<file path="src/hhfr_pkg.sv">
`default_nettype none
package hhfr_pkg;

    localparam int OffsetBits = 16;
    localparam int NameCount  = 10;
    localparam int AeIndex    = 5;
    localparam int FifoDepth  = 4;

    localparam logic [OffsetBits-1:0] OfsMax = {OffsetBits{1'b1}};
    localparam logic [NameCount-1:0]  NameAll = {NameCount{1'b1}};

    localparam logic [3:0] MaskIdent = 4'd1;
    localparam logic [3:0] MaskAll   = 4'd15;

    localparam logic [7:0] ChCr    = 8'h0D;
    localparam logic [7:0] ChLf    = 8'h0A;
    localparam logic [7:0] ChSp    = 8'h20;
    localparam logic [7:0] ChColon = 8'h3A;
    localparam logic [7:0] ChComma = 8'h2C;
    localparam logic [7:0] ChSemi  = 8'h3B;
    localparam logic [7:0] ChDash  = 8'h2D;
    localparam logic [7:0] ChStar  = 8'h2A;
    localparam logic [7:0] ChQ     = 8'h71;
    localparam logic [7:0] ChEq    = 8'h3D;
    localparam logic [7:0] ChPlus  = 8'h2B;
    localparam logic [7:0] ChDot   = 8'h2E;
    localparam logic [7:0] ChZero  = 8'h30;
    localparam logic [7:0] ChOne   = 8'h31;
    localparam logic [7:0] ChNine  = 8'h39;

    localparam logic [127:0] HdrNames [NameCount] = '{
        128'("referer"), 128'("user-agent"), 128'("cookie"), 128'("x-forwarded-for"),
        128'("host"), 128'("accept-encoding"), 128'("content-type"),
        128'("if-none-match"), 128'("accept-language"), 128'("origin")
    };
    localparam logic [4:0] HdrLens [NameCount] = '{
        5'd7, 5'd10, 5'd6, 5'd15, 5'd4, 5'd15, 5'd12, 5'd13, 5'd15, 5'd6
    };

    localparam logic [63:0] EncNames [4] = '{
        64'("*"), 64'("gzip"), 64'("compress"), 64'("deflate")
    };
    localparam logic [3:0] EncLens [4] = '{4'd1, 4'd4, 4'd8, 4'd7};
    localparam logic [3:0] EncBits [4] = '{MaskAll, 4'd2, 4'd4, 4'd8};

    typedef enum logic [2:0] {
        TP_VSTART, TP_TOKEN, TP_PARAM_SP, TP_PARAM_Q,
        TP_NUM, TP_IGNORE, TP_SEP_SP, TP_FIXED
    } tok_phase_t;

    typedef enum logic [3:0] {
        Q_COUNTS, Q_NOCOUNT, Q_LEAD, Q_INT,
        Q_FRAC1, Q_FRAC2, Q_FRAC3, Q_FRAC4, Q_EXACT
    } q_state_t;

    typedef struct packed {
        tok_phase_t phase;
        logic [3:0] cand;
        logic [3:0] idx;
        q_state_t   q;
        logic [3:0] wmask;
    } tok_t;

    typedef struct packed {
        logic        kind;
        logic [3:0]  id;
        logic [15:0] vstart;
        logic [15:0] vlen;
        logic [3:0]  mask;
        logic        ovf;
        logic        last;
    } res_t;

    typedef struct packed {
        logic [2:0] level;
        logic       room2;
    } fifo_stat_t;

    function automatic logic [7:0] hdr_char(int k, logic [4:0] i);
        logic [127:0] w;
        w = HdrNames[k] >> (8 * (int'(HdrLens[k]) - 1 - int'(i[3:0])));
        return w[7:0];
    endfunction

    function automatic logic [7:0] enc_char(int k, logic [3:0] i);
        logic [63:0] w;
        w = EncNames[k] >> (8 * (int'(EncLens[k]) - 1 - int'(i[2:0])));
        return w[7:0];
    endfunction

    function automatic logic [NameCount-1:0] exact_names(logic [NameCount-1:0] cand,
                                                         logic [4:0] idx);
        logic [NameCount-1:0] m;
        for (int k = 0; k < NameCount; k++)
            m[k] = cand[k] && (HdrLens[k] == idx);
        return m;
    endfunction

    function automatic tok_t tok_end(tok_t t);
        tok_t r;
        r = t;
        if (t.q == Q_COUNTS)
            for (int k = 0; k < 4; k++)
                if (t.cand[k] && t.idx >= EncLens[k])
                    r.wmask = r.wmask | EncBits[k];
        r.cand = 4'hF;
        r.idx  = '0;
        r.q    = Q_COUNTS;
        return r;
    endfunction

    function automatic tok_t tok_byte(tok_t t, logic [7:0] b);
        tok_t r;
        r = t;
        if (b == ChComma) begin
            r = tok_end(t);
            r.phase = TP_SEP_SP;
        end else if (b == ChSemi) begin
            r.phase = TP_PARAM_SP;
        end else begin
            for (int k = 0; k < 4; k++)
                if (t.cand[k] && t.idx < EncLens[k] && b != enc_char(k, t.idx))
                    r.cand[k] = 1'b0;
            if (t.idx != 4'd15)
                r.idx = t.idx + 4'd1;
            r.phase = TP_TOKEN;
        end
        return r;
    endfunction

    function automatic q_state_t num_step(q_state_t s, logic [7:0] b);
        logic dig;
        q_state_t r;
        dig = (b >= ChZero) && (b <= ChNine);
        r = s;
        case (s)
            Q_LEAD:
            begin
                if (b == ChSp || (b >= 8'd9 && b <= 8'd13)) r = s;
                else if (b == ChPlus) r = Q_INT;
                else if (b == ChDot) r = Q_FRAC1;
                else if (dig) r = (b == ChZero) ? Q_INT : Q_COUNTS;
                else r = Q_NOCOUNT;
            end
            Q_INT:
            begin
                if (b == ChDot) r = Q_FRAC1;
                else if (dig) r = (b == ChZero) ? s : Q_COUNTS;
                else r = Q_NOCOUNT;
            end
            Q_FRAC1, Q_FRAC2, Q_FRAC3:
            begin
                if (b == ChZero) r = (s == Q_FRAC1) ? Q_FRAC2 :
                                     (s == Q_FRAC2) ? Q_FRAC3 : Q_FRAC4;
                else r = dig ? Q_COUNTS : Q_NOCOUNT;
            end
            Q_FRAC4:
            begin
                if (b == ChOne) r = Q_EXACT;
                else if (dig && b != ChZero) r = Q_COUNTS;
                else r = Q_NOCOUNT;
            end
            Q_EXACT:
            begin
                if (dig) r = (b == ChZero) ? s : Q_COUNTS;
                else r = Q_NOCOUNT;
            end
            default: r = s;
        endcase
        return r;
    endfunction

    function automatic tok_t dec_step(tok_t t, logic [7:0] b);
        tok_t r;
        r = t;
        case (t.phase)
            TP_FIXED: r = t;
            TP_VSTART:
            begin
                if (b == ChDash) begin
                    r.wmask = MaskIdent;
                    r.phase = TP_FIXED;
                end else if (b == ChStar) begin
                    r.wmask = MaskAll;
                    r.phase = TP_FIXED;
                end else begin
                    r = tok_byte(t, b);
                end
            end
            TP_SEP_SP:
            begin
                if (b != ChSp) r = tok_byte(t, b);
            end
            TP_TOKEN: r = tok_byte(t, b);
            TP_PARAM_SP:
            begin
                if (b == ChComma) begin
                    r = tok_end(t);
                    r.phase = TP_SEP_SP;
                end else if (b == ChQ) r.phase = TP_PARAM_Q;
                else if (b != ChSp) r.phase = TP_IGNORE;
            end
            TP_PARAM_Q:
            begin
                if (b == ChComma) begin
                    r = tok_end(t);
                    r.phase = TP_SEP_SP;
                end else if (b == ChEq) begin
                    r.phase = TP_NUM;
                    r.q = Q_LEAD;
                end else r.phase = TP_IGNORE;
            end
            TP_NUM:
            begin
                if (b == ChComma) begin
                    r = tok_end(t);
                    r.phase = TP_SEP_SP;
                end else r.q = num_step(t.q, b);
            end
            default:
            begin
                if (b == ChComma) begin
                    r = tok_end(t);
                    r.phase = TP_SEP_SP;
                end
            end
        endcase
        return r;
    endfunction

endpackage
`default_nettype wire

</file>
<file path="src/hhfr_res_fifo.sv">
`default_nettype none
module hhfr_res_fifo (
    input  wire logic          clk,
    input  wire logic          rst_n,
    input  wire logic          push_a,
    input  wire hhfr_pkg::res_t data_a,
    input  wire logic          push_b,
    input  wire hhfr_pkg::res_t data_b,
    input  wire logic          pop,
    output hhfr_pkg::res_t     head,
    output logic               not_empty,
    output hhfr_pkg::fifo_stat_t stat
);
    import hhfr_pkg::*;

    res_t       mem_reg [FifoDepth];
    logic [1:0] wr_reg, wr_next;
    logic [1:0] rd_reg, rd_next;
    logic [2:0] cnt_reg, cnt_next;
    logic       do_pop;

    always_comb
    begin
        do_pop   = pop && (cnt_reg != 3'd0);
        wr_next  = wr_reg + {1'b0, push_a} + {1'b0, push_b};
        rd_next  = rd_reg + {1'b0, do_pop};
        cnt_next = cnt_reg + {2'b0, push_a} + {2'b0, push_b} - {2'b0, do_pop};
    end

    always_ff @(posedge clk or negedge rst_n)
    begin
        if (!rst_n)
        begin
            wr_reg  <= '0;
            rd_reg  <= '0;
            cnt_reg <= '0;
        end
        else
        begin
            wr_reg  <= wr_next;
            rd_reg  <= rd_next;
            cnt_reg <= cnt_next;
        end
    end

    always_ff @(posedge clk)
    begin
        if (push_a)
            mem_reg[wr_reg] <= data_a;
        if (push_b)
            mem_reg[wr_reg + 2'd1] <= data_b;
    end

    assign head        = mem_reg[rd_reg];
    assign not_empty   = (cnt_reg != 3'd0);
    assign stat.level  = cnt_reg;
    assign stat.room2  = (cnt_reg <= 3'd2);

endmodule
`default_nettype wire

</file>
<file path="src/http_header_field_recognizer_core.sv">
// HTTP header field recognizer.
// Input channel (in_valid/in_ready): one header byte per word, end_of_block on
// the final byte of a block. Output channel (out_valid/out_ready): one result
// word each: a line result for every recognized header line, and a summary
// with the accept-encoding mask after the final byte.
// A byte is held in an input register; the line parser runs on it
// combinationally and pushes zero, one or two results into a four-entry
// result queue whose head drives the output ports. A result reaches the
// output after its byte has passed the input register and the result queue.
// Throughput is one byte per cycle while the queue holds at most two results;
// a byte that yields two results is drained as two output words.
// When the receiver stalls, the queue fills and in_ready drops once the queue
// cannot take two more results and the input register is occupied.
// Reset clears the parser state, offsets and the queue; after a summary the
// parser returns to its reset state for the next block.
`default_nettype none
module http_header_field_recognizer_core (
    input  wire logic        clk,
    input  wire logic        rst_n,
    input  wire logic        in_valid,
    output logic             in_ready,
    input  wire logic [7:0]  in_byte,
    input  wire logic        end_of_block,
    output logic             out_valid,
    input  wire logic        out_ready,
    output logic             result_kind,
    output logic [3:0]       header_id,
    output logic [15:0]      value_start,
    output logic [15:0]      value_length,
    output logic [3:0]       encoding_mask,
    output logic             offset_overflow,
    output logic             last_result
);
    import hhfr_pkg::*;

    logic                  iv_reg;
    logic [7:0]            ib_reg;
    logic                  ie_reg;

    logic [OffsetBits-1:0] pos_reg, pos_next;
    logic                  inval_reg, inval_next;
    logic [4:0]            nidx_reg, nidx_next;
    logic [NameCount-1:0]  ncand_reg, ncand_next;
    logic [OffsetBits-1:0] lvs_reg, lvs_next;
    logic [1:0]            ale_reg, ale_next;
    tok_t                  tok_reg, tok_next;
    logic [3:0]            cmask_reg, cmask_next;
    logic                  ovf_reg, ovf_next;

    fifo_stat_t            fstat;
    res_t                  head;
    logic                  fire;
    logic                  push_a, push_b;
    res_t                  res_a, res_b, line_res, sum_res;

    // per-byte working values
    logic                  m_inval;
    logic [4:0]            m_nidx;
    logic [NameCount-1:0]  m_ncand;
    logic [OffsetBits-1:0] m_lvs;
    tok_t                  m_tok;
    logic                  is_cr;
    logic                  fin;
    logic [OffsetBits-1:0] fin_end, fin_vs;
    logic [NameCount-1:0]  fin_cand;
    logic [3:0]            fin_id;
    logic                  fin_hit;
    logic [3:0]            cmask_mid;
    logic [7:0]            lb;
    tok_t                  tok_fin;

    assign fire     = iv_reg && fstat.room2;
    assign in_ready = !iv_reg || fire;

    always_ff @(posedge clk or negedge rst_n)
    begin
        if (!rst_n)
            iv_reg <= 1'b0;
        else if (in_ready)
            iv_reg <= in_valid;
    end

    always_ff @(posedge clk)
    begin
        if (in_ready && in_valid)
        begin
            ib_reg <= in_byte;
            ie_reg <= end_of_block;
        end
    end

    always_comb
    begin
        pos_next   = pos_reg;
        ovf_next   = ovf_reg;
        ale_next   = 2'd0;
        m_inval    = inval_reg;
        m_nidx     = nidx_reg;
        m_ncand    = ncand_reg;
        m_lvs      = lvs_reg;
        m_tok      = tok_reg;
        is_cr      = 1'b0;
        lb         = ib_reg;
        fin_id     = '0;
        fin_hit    = 1'b0;
        cmask_mid  = cmask_reg;

        if (pos_reg == OfsMax)
            ovf_next = 1'b1;
        else
            pos_next = pos_reg + 1'b1;

        if (ale_reg == 2'd1 && ib_reg == ChLf)
        begin
            m_inval = inval_reg;
        end
        else if (ale_reg == 2'd2 && ib_reg == ChSp)
        begin
            m_lvs = pos_next;
        end
        else if (ib_reg == ChCr)
        begin
            is_cr    = 1'b1;
            ale_next = 2'd1;
        end
        else if (!inval_reg)
        begin
            if (ib_reg == ChColon)
            begin
                m_ncand  = exact_names(ncand_reg, nidx_reg);
                m_inval  = 1'b1;
                m_lvs    = pos_next;
                ale_next = 2'd2;
            end
            else
            begin
                if (ib_reg >= 8'h41 && ib_reg <= 8'h5A)
                    lb = ib_reg + 8'd32;
                for (int k = 0; k < NameCount; k++)
                    if (ncand_reg[k] &&
                        (nidx_reg >= HdrLens[k] || lb != hdr_char(k, nidx_reg)))
                        m_ncand[k] = 1'b0;
                if (nidx_reg != 5'd31)
                    m_nidx = nidx_reg + 5'd1;
            end
        end
        else
        begin
            m_tok = dec_step(tok_reg, ib_reg);
        end

        // line finish: at CR with end = pos, or at block end with end = next
        fin     = is_cr || (ie_reg && (m_inval || m_nidx != 5'd0));
        fin_end = is_cr ? pos_reg : pos_next;
        if (m_inval)
        begin
            fin_cand = m_ncand;
            fin_vs   = m_lvs;
        end
        else
        begin
            fin_cand = exact_names(m_ncand, m_nidx);
            fin_vs   = fin_end;
        end
        for (int k = NameCount - 1; k >= 0; k--)
            if (fin_cand[k])
            begin
                fin_hit = 1'b1;
                fin_id  = 4'(k);
            end
        tok_fin = tok_end(m_tok);
        if (fin && fin_hit && fin_id == 4'(AeIndex))
        begin
            if (!m_inval)
                cmask_mid = MaskIdent;
            else if (m_tok.phase != TP_FIXED)
                cmask_mid = tok_fin.wmask;
            else
                cmask_mid = m_tok.wmask;
        end

        line_res.kind   = 1'b0;
        line_res.id     = fin_id + 4'd1;
        line_res.vstart = 16'(fin_vs);
        line_res.vlen   = 16'(fin_end - fin_vs);
        line_res.mask   = '0;
        line_res.ovf    = ovf_next;
        line_res.last   = !ie_reg;

        sum_res.kind    = 1'b1;
        sum_res.id      = '0;
        sum_res.vstart  = '0;
        sum_res.vlen    = '0;
        sum_res.mask    = cmask_mid;
        sum_res.ovf     = ovf_next;
        sum_res.last    = 1'b1;

        push_a = fire && ((fin && fin_hit) || ie_reg);
        push_b = fire && fin && fin_hit && ie_reg;
        res_a  = (fin && fin_hit) ? line_res : sum_res;
        res_b  = sum_res;

        inval_next = m_inval;
        nidx_next  = m_nidx;
        ncand_next = m_ncand;
        lvs_next   = m_lvs;
        tok_next   = m_tok;
        cmask_next = cmask_mid;
        if (fin)
        begin
            inval_next        = 1'b0;
            nidx_next         = '0;
            ncand_next        = NameAll;
            lvs_next          = '0;
            tok_next.phase    = TP_VSTART;
            tok_next.cand     = 4'hF;
            tok_next.idx      = '0;
            tok_next.q        = Q_COUNTS;
            tok_next.wmask    = MaskIdent;
        end
        if (ie_reg)
        begin
            pos_next       = '0;
            ovf_next       = 1'b0;
            ale_next       = 2'd0;
            cmask_next     = MaskIdent;
            inval_next     = 1'b0;
            nidx_next      = '0;
            ncand_next     = NameAll;
            lvs_next       = '0;
            tok_next.phase = TP_VSTART;
            tok_next.cand  = 4'hF;
            tok_next.idx   = '0;
            tok_next.q     = Q_COUNTS;
            tok_next.wmask = MaskIdent;
        end
    end

    always_ff @(posedge clk or negedge rst_n)
    begin
        if (!rst_n)
        begin
            pos_reg   <= '0;
            inval_reg <= 1'b0;
            nidx_reg  <= '0;
            ncand_reg <= NameAll;
            lvs_reg   <= '0;
            ale_reg   <= '0;
            tok_reg   <= '{phase: TP_VSTART, cand: 4'hF, idx: 4'd0, q: Q_COUNTS,
                           wmask: MaskIdent};
            cmask_reg <= MaskIdent;
            ovf_reg   <= 1'b0;
        end
        else if (fire)
        begin
            pos_reg   <= pos_next;
            inval_reg <= inval_next;
            nidx_reg  <= nidx_next;
            ncand_reg <= ncand_next;
            lvs_reg   <= lvs_next;
            ale_reg   <= ale_next;
            tok_reg   <= tok_next;
            cmask_reg <= cmask_next;
            ovf_reg   <= ovf_next;
        end
    end

    hhfr_res_fifo u_fifo (
        .clk       (clk),
        .rst_n     (rst_n),
        .push_a    (push_a),
        .data_a    (res_a),
        .push_b    (push_b),
        .data_b    (res_b),
        .pop       (out_ready),
        .head      (head),
        .not_empty (out_valid),
        .stat      (fstat)
    );

    assign result_kind     = head.kind;
    assign header_id       = head.id;
    assign value_start     = head.vstart;
    assign value_length    = head.vlen;
    assign encoding_mask   = head.mask;
    assign offset_overflow = head.ovf;
    assign last_result     = head.last;

    a_eob_clears: assert property (@(posedge clk) disable iff (!rst_n)
        fire && ie_reg |=> pos_reg == '0 && !ovf_reg && !inval_reg)
        else $error("state not cleared after block end");

    a_fifo_bound: assert property (@(posedge clk) disable iff (!rst_n)
        fstat.level <= 3'(FifoDepth))
        else $error("result queue overflow");

    a_eob_summary: assert property (@(posedge clk) disable iff (!rst_n)
        fire && ie_reg |-> push_a)
        else $error("block end without summary");

endmodule
`default_nettype wire
</file>
<file path="config.mk">
export PLATFORM = sky130hd
export DESIGN_NAME = http_header_field_recognizer_core
export DESIGN_NICKNAME = d
export VERILOG_FILES = /design/src/hhfr_pkg.sv /design/src/hhfr_res_fifo.sv /design/src/http_header_field_recognizer_core.sv
export SDC_FILE = /design/constraint.sdc
export NUM_CORES = 1
export LEC_CHECK = 0
export ABC_AREA = 0
export BUFFER_PORTS_ARGS = -buffer_cell sky130_fd_sc_hd__clkbuf_2
export CORE_MARGIN = 3
export CORE_UTILIZATION = 55
export CTS_BUF_LIST = sky130_fd_sc_hd__clkbuf_2 sky130_fd_sc_hd__clkbuf_4 sky130_fd_sc_hd__clkbuf_8
export DETAILED_ROUTE_END_ITERATION = 16
export PLACE_DENSITY = 0.72
export RECOVER_POWER = 50
export SYNTH_ARGS = -nofsm -noshare
export SYNTH_HDL_FRONTEND = slang
export SYNTH_SLANG_ARGS = --single-unit
</file>
<file path="constraint.sdc">
create_clock -name clk -period 15 [get_ports clk]
set_input_delay 0.75 -clock clk [delete_from_list [all_inputs] [get_ports clk]]
set_output_delay 0.75 -clock clk [all_outputs]
set_load 0.005 [all_outputs]
</file>
# Word-level counts from Yosys, hierarchy flattened
# Memories as Yosys holds them, arrays and structs flattened.
# Cells that the tools add are included.
[word_totals] ff_bits=91 latchBits=0 ramBits=172 rom_bits=0 output_inout_bits=45 memories=1
[op_classes] addsub=24 multipliers=0 n_div=0 n_lt_le_gt_ge=26 eq_ne=64 shift=14 muxes=151 bitwise_logic=0 reduce_logical=85
[memory_table] memory="u_fifo.mem_reg" depth=4 width=43 read_ports=1 rd_ports_with_merged_regs=0 write_ports=2 line="hhfr_res_fifo.sv:16" source="res_t mem_reg [FifoDepth];"
[op_table] operator="$shr 119x32->8 const A" n=3
[op_table] operator="$mux 16" n=12
[op_table] operator="$mux 19" n=8
[op_table] operator="$pmux 19 s7" n=1
[op_table] operator="$mux 4" n=32
[op_table] operator="$ne 8x8->1" n=14
[op_table] operator="$shr 55x32->8 const A" n=2
[op_table] operator="$shr 103x32->8 const A" n=1
[op_table] operator="$shr 95x32->8 const A" n=1
[op_table] operator="$shr 47x32->8 const A" n=2
[op_table] operator="$eq 8x6->1 const B" n=11
[op_table] operator="$mux 10" n=8
[op_table] operator="$shr 79x32->8 const A" n=1
[op_table] operator="$mux 8" n=9
[op_table] operator="$shr 31x32->8 const A" n=2
[op_table] operator="$shr 63x32->8 const A" n=1
[op_table] operator="$logic_and 1x1->1" n=62
[op_table] operator="$mux 1" n=44
[op_table] operator="$mux 43" n=1
[op_table] operator="$eq 4x5->1 const A" n=8
[op_table] operator="$mux 5" n=8
[op_table] operator="$shr 6x32->8 const A" n=1
[op_table] operator="$eq 3x5->1 const A" n=6
[op_table] operator="$mux 3" n=10
[op_table] operator="56 further kinds" n=116

# Depth between registers and ports, before layout
# Gate-level depths: netlist of run 1.
[depth] word_depth=35 depth_mapped=25 mapped_depth_nobuf=22

# Modules after synthesis
# Synthesis of run 1 repeated with hierarchy kept, for this count alone.
[unflattened] hier_cells=2029 area_unflattened_um2=20134.3
[by_module_without_submodules] module="http_header_field_recognizer_core" n_inst=1 cells_per_inst=1577 area_each_um2=11432.2 seq_area_each_um2=2167.1
[by_module_without_submodules] module="hhfr_res_fifo" n_inst=1 cells_per_inst=452 area_each_um2=8702.1 seq_area_each_um2=5340.1

# Least setup slack after synthesis of run 1
# No wires, ideal clock.
[synth_path] kind="flip-flop to flip-flop" startpoint="register nidx_reg[1]" endpoint="register u_fifo.cnt_reg[1]" setup_time_ns=0.135 t_arrival_ns=5.373 required_ns=14.865 setup_slack_ns=9.491 stages_incl_launch_ff=24 period_less_slack_ns=5.509 cell_sequence="dfrtp_1 > clkbuf_1 > buf_2 > inv_1 > ha_1 > clkbuf_1 > buf_2 > clkbuf_1 > nand2_1 > nor4b_1 > o22ai_1 > o21ai_0 > a32oi_1 > o22ai_1 > nor4b_4 > buf_4 > a31o_2 > buf_2 > nor2_1 > inv_1 > ha_1 > fa_1 > inv_1 > fa_1"
[synth_between] elab_chain_len=29 word_cells_on_any_way=135 classes_between="add/sub (11); order compare (7); eq/ne (25); shift (10); mux (32); reduce/logical (50)"
[synth_lines] item="start, declared" line="http_header_field_recognizer_core.sv:42" source="logic [4:0] nidx_reg, nidx_next;"
[synth_lines] item="start signal, assigned" line="http_header_field_recognizer_core.sv:258" source="nidx_reg <= nidx_next;"
[synth_lines] item="$sub 3x4->5" line="hhfr_pkg.sv:81" source="w = HdrNames[k] >> (8 * (int'(HdrLens[k]) - 1 - int'(i[3:0])));"
[synth_lines] item="$shr 47x32->8" line="hhfr_pkg.sv:81"
[synth_lines] item="$ne 8x8->1" line="http_header_field_recognizer_core.sv:141" source="(nidx_reg >= HdrLens[k] || lb != hdr_char(k, nidx_reg)))"
[synth_lines] item="$logic_or 1x1->1" line="http_header_field_recognizer_core.sv:141"
[synth_lines] item="$logic_and 1x1->1" line="http_header_field_recognizer_core.sv:140" source="if (ncand_reg[k] &&"
[synth_lines] item="$mux 1" line="http_header_field_recognizer_core.sv:140"
[synth_lines] item="$mux 10" line="http_header_field_recognizer_core.sv:128" source="if (ib_reg == ChColon)"
[synth_lines] item="$mux 10" line="http_header_field_recognizer_core.sv:126" source="else if (!inval_reg)"
[synth_lines] item="[... 5 more ...]"
[synth_lines] item="$mux 1 (10 in series)" line="http_header_field_recognizer_core.sv:166" source="if (fin_cand[k])"
[synth_lines] item="$logic_and 1x1->1" line="http_header_field_recognizer_core.sv:198" source="push_a = fire && ((fin && fin_hit) || ie_reg);"
[synth_lines] item="$logic_or 1x1->1" line="http_header_field_recognizer_core.sv:198"
[synth_lines] item="$logic_and 1x1->1" line="http_header_field_recognizer_core.sv:198"
[synth_lines] item="$add 3x1->3" line="hhfr_res_fifo.sv:27" source="cnt_next = cnt_reg + {2'b0, push_a} + {2'b0, push_b} - {2'b0, do_pop};"
[synth_lines] item="$add 3x1->3 *" line="hhfr_res_fifo.sv:27"
[synth_lines] item="$sub 3x1->3 *" line="hhfr_res_fifo.sv:27"
[synth_lines] item="via u_fifo.cnt_next[1]" line="hhfr_res_fifo.sv:19" source="logic [2:0] cnt_reg, cnt_next;"
[synth_lines] item="end signal, assigned" line="hhfr_res_fifo.sv:42" source="cnt_reg <= cnt_next;"
[synth_lines] item="end, declared" line="hhfr_res_fifo.sv:19"
# Mark *: on every way through the listed nets, which the timed path passes. The rest lies on a longest branch.
# A chain may end at the register's enable or synchronous reset.

# Worst setup path after layout of run 1
[layout_path] startpoint="register ib_reg[1]" endpoint="register u_fifo.cnt_reg[1]"
[layout_between] elab_chain_len=35 word_cells_on_any_way=115 classes_between="add/sub (4); order compare (2); eq/ne (21); mux (45); reduce/logical (43)"
[layout_lines] item="start, declared" line="http_header_field_recognizer_core.sv:37" source="logic [7:0] ib_reg;"
[layout_lines] item="start signal, assigned" line="http_header_field_recognizer_core.sv:87" source="ib_reg <= in_byte;"
[layout_lines] item="$ge 8x7->1 or $le 8x7->1 (tied branches)" line="http_header_field_recognizer_core.sv:137" source="if (ib_reg >= 8'h41 && ib_reg <= 8'h5A)"
[layout_lines] item="$logic_and 1x1->1" line="http_header_field_recognizer_core.sv:137"
[layout_lines] item="$mux 8" line="http_header_field_recognizer_core.sv:137"
[layout_lines] item="$mux 8" line="http_header_field_recognizer_core.sv:128"
[layout_lines] item="$mux 8" line="http_header_field_recognizer_core.sv:126"
[layout_lines] item="$mux 8" line="http_header_field_recognizer_core.sv:121" source="else if (ib_reg == ChCr)"
[layout_lines] item="$mux 8" line="http_header_field_recognizer_core.sv:117" source="else if (ale_reg == 2'd2 && ib_reg == ChSp)"
[layout_lines] item="$mux 8" line="http_header_field_recognizer_core.sv:113" source="if (ale_reg == 2'd1 && ib_reg == ChLf)"
[layout_lines] item="[... 11 more ...]"
[layout_lines] item="$mux 1 (10 in series)" line="http_header_field_recognizer_core.sv:166"
[layout_lines] item="$logic_and 1x1->1" line="http_header_field_recognizer_core.sv:198"
[layout_lines] item="$logic_or 1x1->1" line="http_header_field_recognizer_core.sv:198"
[layout_lines] item="$logic_and 1x1->1" line="http_header_field_recognizer_core.sv:198"
[layout_lines] item="$add 3x1->3" line="hhfr_res_fifo.sv:27"
[layout_lines] item="$add 3x1->3 *" line="hhfr_res_fifo.sv:27"
[layout_lines] item="$sub 3x1->3 *" line="hhfr_res_fifo.sv:27"
[layout_lines] item="via u_fifo.cnt_next[1]" line="hhfr_res_fifo.sv:19"
# Mark *: on every way through the listed nets, which the timed path passes. The rest lies on a longest branch. The select of a mux whose other input is x is not followed.

==> results.yml, run 1 <==
floorplan:
  die-height_microns: 186
  die_outline_area_sq_um: 34500
  core_sq_um: 31700
  pin_count: 58
  initial_core_util_pct: 56.1
  rows: 65
  fp.dieW_microns: 186
placement:
  hpwl_microns: 37300
  placed_cell_area_sq_um: 18200
  port_buffers: 57
  gp_congestion: 0.976
synthesis:
  yosys.cell_count.top_type: "nand2_1"
  most_instantiated_flip_flop_cell_in_the_synthesis_netlist: "dfxtp_1"
  number_of_flip_flops_and_latches_in_the_synthesized_netlist: 263
  ys_top_cells_by_area: "dfxtp_1 (17%), dfrtp_1 (9.3%), mux4_2 (5.4%)"
  postSynthNetCount: 2064
  number_of_flops_mapped_to_enable_cells_by_yosys: 29
  synth.avg_cell_area_sq_um: 8.87
  synth.yosys.warnings: 0
  mappedNetlistArea_sq_um: 17800
  postSynthCellCount: 2006
  synth_seq_area_share_pct: 33.7
  netlist-cell-type-count: 109
  synth_async_sr_flop_share_pct: 31.2
  top_cells_by_count_synth: "nand2_1 (173), dfxtp_1 (152), nor2_1 (142)"
  yosysTopAreaCellShare_pct: 17.1
  synth.largest_area_cell: "dfxtp_1"
sta:
  worst-slew-pin-transition_ps: 3890
  fin_setup_tns_ps: 0
  timing_max_transition_violations_final: 189
  fin_hold_viols: 0
  worst_hold_margin_ps: 333
  period_share_pct: 55.8
  final-setup-viol-count: 0
  fmaxAchievable_ghz: 0.119
  timing.slew.headroom_pct: -160
  fin_crit_ps: 8380
  finalClockSkew_ps: 35.2
  rsz0062_at_grt: "no"
route:
  detail_route.vias_per_cell: 6.85
  detail_route.first_pass.iterations: 5
  antenna_violating_nets_post_route: 0
  wire_per_inst_microns: 22.9
  drc: 0
  drt_iter0_drc: 1814
  routed-via-count: 16529
  routed_wirelength_microns: 55300
critical_path:
  reg2reg_setup_slack_ps: 6620
  crit_path_max_fanout: 47
  worstPathCellList: "clkbuf_1, nor4bb_1, a32oi_1, o21ai_0, nor3_1, xnor2_1, or3_1, o22ai_1, nor4b_4, a31o_2, nor2_1, inv_1, ha_1, fa_1, inv_1, fa_1"
  critPathSlowestCell: "clkbuf_1"
  crit_start: "ib_reg[1]$_DFFE_PP_"
  r2r-end: "u_fifo.cnt_reg[1]$_DFF_PN0_"
  timing.critical_path.from_type: "flop"
  reg2regPathDepth: 16
  crit_path_category: "flop to flop"
  worst_ep_arrival_time_ps: 8830
  critical_path.reg2reg.startpoint: "ib_reg[1]$_DFFE_PP_"
  cp_slowest_stage_delay_ps: 1670
  worst_setup_path_end_kind: "flop"
  cp.required_ps: 15460
worst_hold_path:
  hold-path-endpoint: "ib_reg[4]$_DFFE_PP_"
  hold_path_class: "primary input to flop"
  worstHoldPathCells: 1
  timing.hold.worst.start: "in_byte[4]"
cells_and_area:
  layout-drive-gt1-share_pct: 11.9
  area_delta_synth_final_pct: 7.29
  post-route-cell-area_sq_um: 19100
  largest_register_ffs: 172
  insertedDiodeCount: 0
  finish.net_count: 2035
cts:
  cts_root_buffer: "clkbuf_8"
  cts-root-to-sink-buffers: 3
  clk-insertion-delay-late_ps: 610
  postCtsSetupBuffers: 0
  clk_transition_reported_paths_ps: 60
  number_of_hold_repair_buffers_added_at_the_cts_stage: 0
  cts_bufs_inserted: 45
  cts-resized-gates: 0
  cts.htree.levels: 2
  tritoncts: "done"
  cts_num_sinks: 263
global_routing:
  globalRouteTotalUtil_pct: 31.3
  grt_max_degree: 69
  antenna_found_initial: 1
  global_route.overflow_total: 0
  grt_first_pass_wirelength_microns: 86200
  first_global_vias: 15192
power_and_ir_drop:
  power_density_over_the_cells_nw_per_um2: 173
  max-vdd-ir-drop_mv: 0.187
  total_power_uw: 3300
  power.static_leakage_uw: 0.00702
run_status:
  status: "complete, but fails checks"
  violations: "capacitance limit, slew limit"
flow_run:
  max_cap_viol_count: 5
==> critical path, delay by kind of cell (launching register included) <==
family	cells	cell delay, ps
AO/OA/AOI/OAI	4	1960
XOR/XNOR	1	470
adder cells (fa/ha/maj)	3	1050
buffers and inverters	3	1880
flip-flops	1	320
AND/OR/NAND/NOR	5	2500
==> power breakdown <==
group,switching (uW),internal (uW)
sequential,63.3,800
clock,315,429
combinational,1120,575
==> cell type report <==
cell class / instances / area (sq um)
repair buffers: 93 / 472
fillers: 2758 / 12600
clock inverters: 11 / 150
multi-input cells: 1513 / 10900
well taps: 402 / 503
clock buffers: 69 / 881
inverters: 61 / 229
flip-flops and latches: 263 / 5990
==> placed cells by master (no fill, tap or decap), drive strengths merged, types with 14 or more instances in the layout <==
cell,n
mux4,43
and2,14
inv,60
a22o,94
dfxtp,152
nor4,14
mux2i,19
nand4,19
o211ai,24
nor2,143
xor2,36
o21a,19
nand3,42
o31ai,17
dfstp,16
dfrtp,66
xnor2,53
o2bb2ai,58
a21oi,116
o22ai,34
nor3,53
a31oi,17
buf,30
edfxtp,29
nand2b,33
ha,41
nor2b,33
clkbuf,132
a21o,14
nand2,173
o21ai,137
==> kinds of logic (layout without fill, tap and decap cells) <==
| logic type | count (synthesis) | count (layout) | synth area share, % |
|---|---|---|---|
| flip-flops | 263 | 263 | 33.7 |
| buffers and inverters | 230 | 234 | 5.42 |
| AO/OA/AOI/OAI | 701 | 701 | 28.8 |
| XOR/XNOR | 89 | 89 | 4.38 |
| multiplexers | 67 | 67 | 6.85 |
| AND/OR/NAND/NOR | 611 | 611 | 17.5 |
| adder cells (fa/ha/maj) | 45 | 45 | 3.33 |
==> worst max-delay path by stage <==
| stage | endpoint | slack (ps) | depth (start not counted) |
|---|---|---|---|
| after global placement | u_fifo.cnt_reg[1]$_DFF_PN0_ | 8600 | 17 |
| after CTS | u_fifo.mem_reg[2][20]$_SDFFE_PP0N_ | 8410 | 18 |
| after floorplan | u_fifo.cnt_reg[1]$_DFF_PN0_ | 9490 | 23 |
| final | u_fifo.cnt_reg[1]$_DFF_PN0_ | 6620 | 16 |
| after global routing | u_fifo.cnt_reg[1]$_DFF_PN0_ | 5950 | 16 |
| after detailed placement | u_fifo.mem_reg[0][20]$_SDFFE_PP0P_ | 8430 | 18 |
==> metrics by stage <==
| stage | worst slack [ps] | instances | util [%] |
|---|---|---|---|
| 2_1_floorplan | 9490 | 2006 | - |
| 3_3_place_gp | 8600 | 2332 | 57.2 |
| 3_5_place_dp | 8430 | 2332 | 57.2 |
| 4_1_cts | 8410 | 2412 | 60.5 |
| 5_1_grt | 5950 | 2412 | 60.2 |
| 6_report | 6620 | 2412 | 60.2 |
==> layer usage <==
metal / GRT usage, % / vias up / wire length, microns
li1: - / 7544 / -
met2: 44.8 / 846 / 23300
met4: 10.3 / 2 / 1730
met3: 8.05 / 129 / 5310
met5: 0 / - / 13
met1: 46.1 / 8008 / 24900
Power figures use the tool's default switching activity.
==> run 2: changes to the inputs <==
Settings changed: ABC_AREA 0 to 1, PLACE_DENSITY 0.72 to 0.75.
Clock period 15 ns to 7.5 ns, I/O delays scaled along.
==> run 2 against run 1 <==
The run still ends with capacitance limit, slew limit left. Highest routed layer unchanged. Global-route usage rose by 1.5 points. Via count grew 13%. Register-to-register slack got worse by 5200 ps. Largest power group unchanged. Critical path depth grew 9. Synthesized cell count up 35%. Wire length is 2.4% higher. Clock skew is 12 ps lower. Cell count grew 30%. First-iteration DRC count rose by 23%.
==> results.yml, run 2 <==
sta:
  timing_max_transition_violations_final: 141
  fmaxAchievable_ghz: 0.165
  finalClockSkew_ps: 23.6
  final-setup-viol-count: 0
  period_share_pct: 80.7
  rsz0062_at_grt: "no"
  worst-slew-pin-transition_ps: 3620
  timing.slew.headroom_pct: -141
  fin_crit_ps: 6050
  fin_hold_viols: 0
  timing.final.ws_setup_ps: 1450
  fin_setup_tns_ps: 0
route:
  drt_iter0_drc: 2240
  wl_met2_microns: 23900
  wire_per_inst_microns: 18.0
  detail_route.vias_per_cell: 5.93
  detail_route.wirelength.met1_microns: 25100
  antenna_violating_nets_post_route: 0
  routed-via-count: 18632
  met3_length_microns: 6070
  drc: 0
  routed_wirelength_microns: 56600
  highest_layer: "met5"
  detail_route.first_pass.iterations: 7
critical_path:
  crit_path_category: "flop to flop"
  worst_ep_arrival_time_ps: 6580
  worst_setup_path_end_kind: "flop"
  crit_path_max_fanout: 34
  reg2regPathDepth: 25
  timing.critical_path.from_type: "flop"
  cp.required_ps: 8030
synthesis:
  synth_compound_area_share_pct: 14.9
  synth_async_sr_flop_share_pct: 31.2
  netlist-cell-type-count: 60
  number_of_flops_mapped_to_enable_cells_by_yosys: 29
  synth.avg_cell_area_sq_um: 6.51
  ys_top_cells_by_area: "dfxtp_1 (17%), nand2_1 (17%), dfrtp_1 (9.4%)"
  mappedNetlistArea_sq_um: 17600
  synth.largest_area_cell: "dfxtp_1"
  top_cells_by_count_synth: "nand2_1 (803), nor2_1 (295), nand3_1 (274)"
  post_synth_xor_area_fraction_pct: 2.24
  number_of_flip_flops_and_latches_in_the_synthesized_netlist: 263
  combinational_family_with_the_most_area_after_synthesis: "simple AND/OR/NAND/NOR gates"
  postSynthNetCount: 2761
  yosys.area_share.simple_pct: 36.7
  synth.area.mux_share_pct: 0
  most_instantiated_flip_flop_cell_in_the_synthesis_netlist: "dfxtp_1"
  synth_seq_area_share_pct: 34.0
  yosys.cell_count.top_type: "nand2_1"
  synth.yosys.warnings: 0
  postSynthCellCount: 2703
  yosysTopAreaCellShare_pct: 17.3
  synth_adder_area_share_pct: 3.37
floorplan:
  fp.dieW_microns: 185
  core_sq_um: 31100
  die_outline_area_sq_um: 34200
  pin_count: 58
  initial_core_util_pct: 56.6
  rows: 64
  die-height_microns: 185
placement:
  dp_slack_ps: 1650
  place.detailed.instances: 3044
  hpwl_microns: 40000
  port_buffers: 57
  gp_congestion: 1.01
power_and_ir_drop:
  max-vdd-ir-drop_mv: 0.161
  power.static_leakage_uw: 0.00910
  power_density_over_the_cells_nw_per_um2: 327
global_routing:
  antenna_found_initial: 1
  globalRouteTotalUtil_pct: 32.7
  first_global_vias: 17028
  grt_first_pass_wirelength_microns: 90600
  grt_max_degree: 77
  global_route.overflow_total: 0
cts:
  number_of_hold_repair_buffers_added_at_the_cts_stage: 11
  clk_transition_reported_paths_ps: 60
  cts-resized-gates: 0
  clk-insertion-delay-late_ps: 600
  cts_num_sinks: 263
  cts-root-to-sink-buffers: 3
  cts.htree.levels: 2
  cts_root_buffer: "clkbuf_8"
  postCtsSetupBuffers: 0
  cts_bufs_inserted: 47
  tritoncts: "done"
cells_and_area:
  area_delta_synth_final_pct: 8.11
  layout_commonest_cell: "nand2_1"
  layout-drive-gt1-share_pct: 8.63
  layout.cells.most_common_list: "nand2_1 (803), nor2_1 (295), nand3_1 (274), o21ai_0 (244), inv_1 (210)"
  finish.net_count: 2766
  post-route-util_pct: 61.2
  insertedDiodeCount: 0
  finish.cell_count_without_fillers: 3142
  largest_register_ffs: 172
worst_hold_path:
  hold_path_class: "primary input to flop"
  worstHoldPathCells: 3
run_status:
  violations: "capacitance limit, slew limit"
  status: "complete, but fails checks"
flow_run:
  max_cap_viol_count: 2
==> run 2: per-stage QoR <==
stage	hold slack (ps)	total power (uW)	instance area (sq um)
after global routing	237	6640	19000
after global placement	268	4630	17900
final	237	6210	19000
after detailed placement	271	4670	17900
after CTS	161	6180	19100
after floorplan	79.4	3800	17600
==> run 2: final timing paths <==
check | start | end | slack [ps]
max | ib_reg[0]$_DFFE_PP_ | u_fifo.mem_reg[0][20]$_SDFFE_PP0P_ | 1450
min | out_ready | u_fifo.rd_reg[0]$_DFF_PN0_ | 240
max reg2reg | ib_reg[0]$_DFFE_PP_ | u_fifo.mem_reg[0][20]$_SDFFE_PP0P_ | 1450
min reg2reg | u_fifo.mem_reg[1][42]$_SDFFE_PP1N_ | u_fifo.mem_reg[1][42]$_SDFFE_PP1N_ | 460
max in group asynchronous | rst_n | tok_reg[18]$_DFFE_PN0P_ | 3020
min in group asynchronous | rst_n | iv_reg$_DFFE_PN0N_ | 490
==> run 2: report_power, final <==
| part | internal (uW) | switching (uW) |
|---|---|---|
| clock | 872 | 642 |
| combinational | 926 | 2030 |
| sequential | 1600 | 147 |
==> run 2: logic make-up after synthesis <==
group | after synthesis
and+or+nand+nor | 1501
adders and majority gates | 45
xor gates and xnor gates | 45
buffers and inverters | 373
AOI/OAI and AO/OA | 476
DFF | 263
==> run 2: layout make-up <==
type	instances	area, sq um
Clock buffer	77	947
Timing Repair Buffer	94	524
Tap cell	396	495
Clock inverter	10	115
Inverter	235	887
Fill cell	3004	12100
Sequential cell	263	5990
Multi-Input combinational cell	2067	10100
==> run 2: routing by layer <==
metal / global-route usage, % / up-vias
met5: 0 / -
met4: 9.99 / 2
met3: 6.81 / 125
met2: 48.6 / 984
met1: 48.0 / 8610
li1: - / 8911
==> run 2: critical path, cell delays in order, from the launching register on <==
cell and delay (ps):
edfxtp_1 660, inv_2 410, nand2_1 130, nor2_1 220
inv_2 60, nor2_2 540, nor2_1 330, inv_1 810
o21ai_0 410, fa_1 530, nand3_1 80, and2_1 150
inv_1 60, a21oi_1 170, nor2_1 90, o21ai_0 160
nand2_1 80, nand2_1 60, inv_1 40, o21ai_0 140
nand2_1 110, a21oi_1 140, o21ai_0 110, a21oi_1 300
nand2_1 90, nand2_1 90
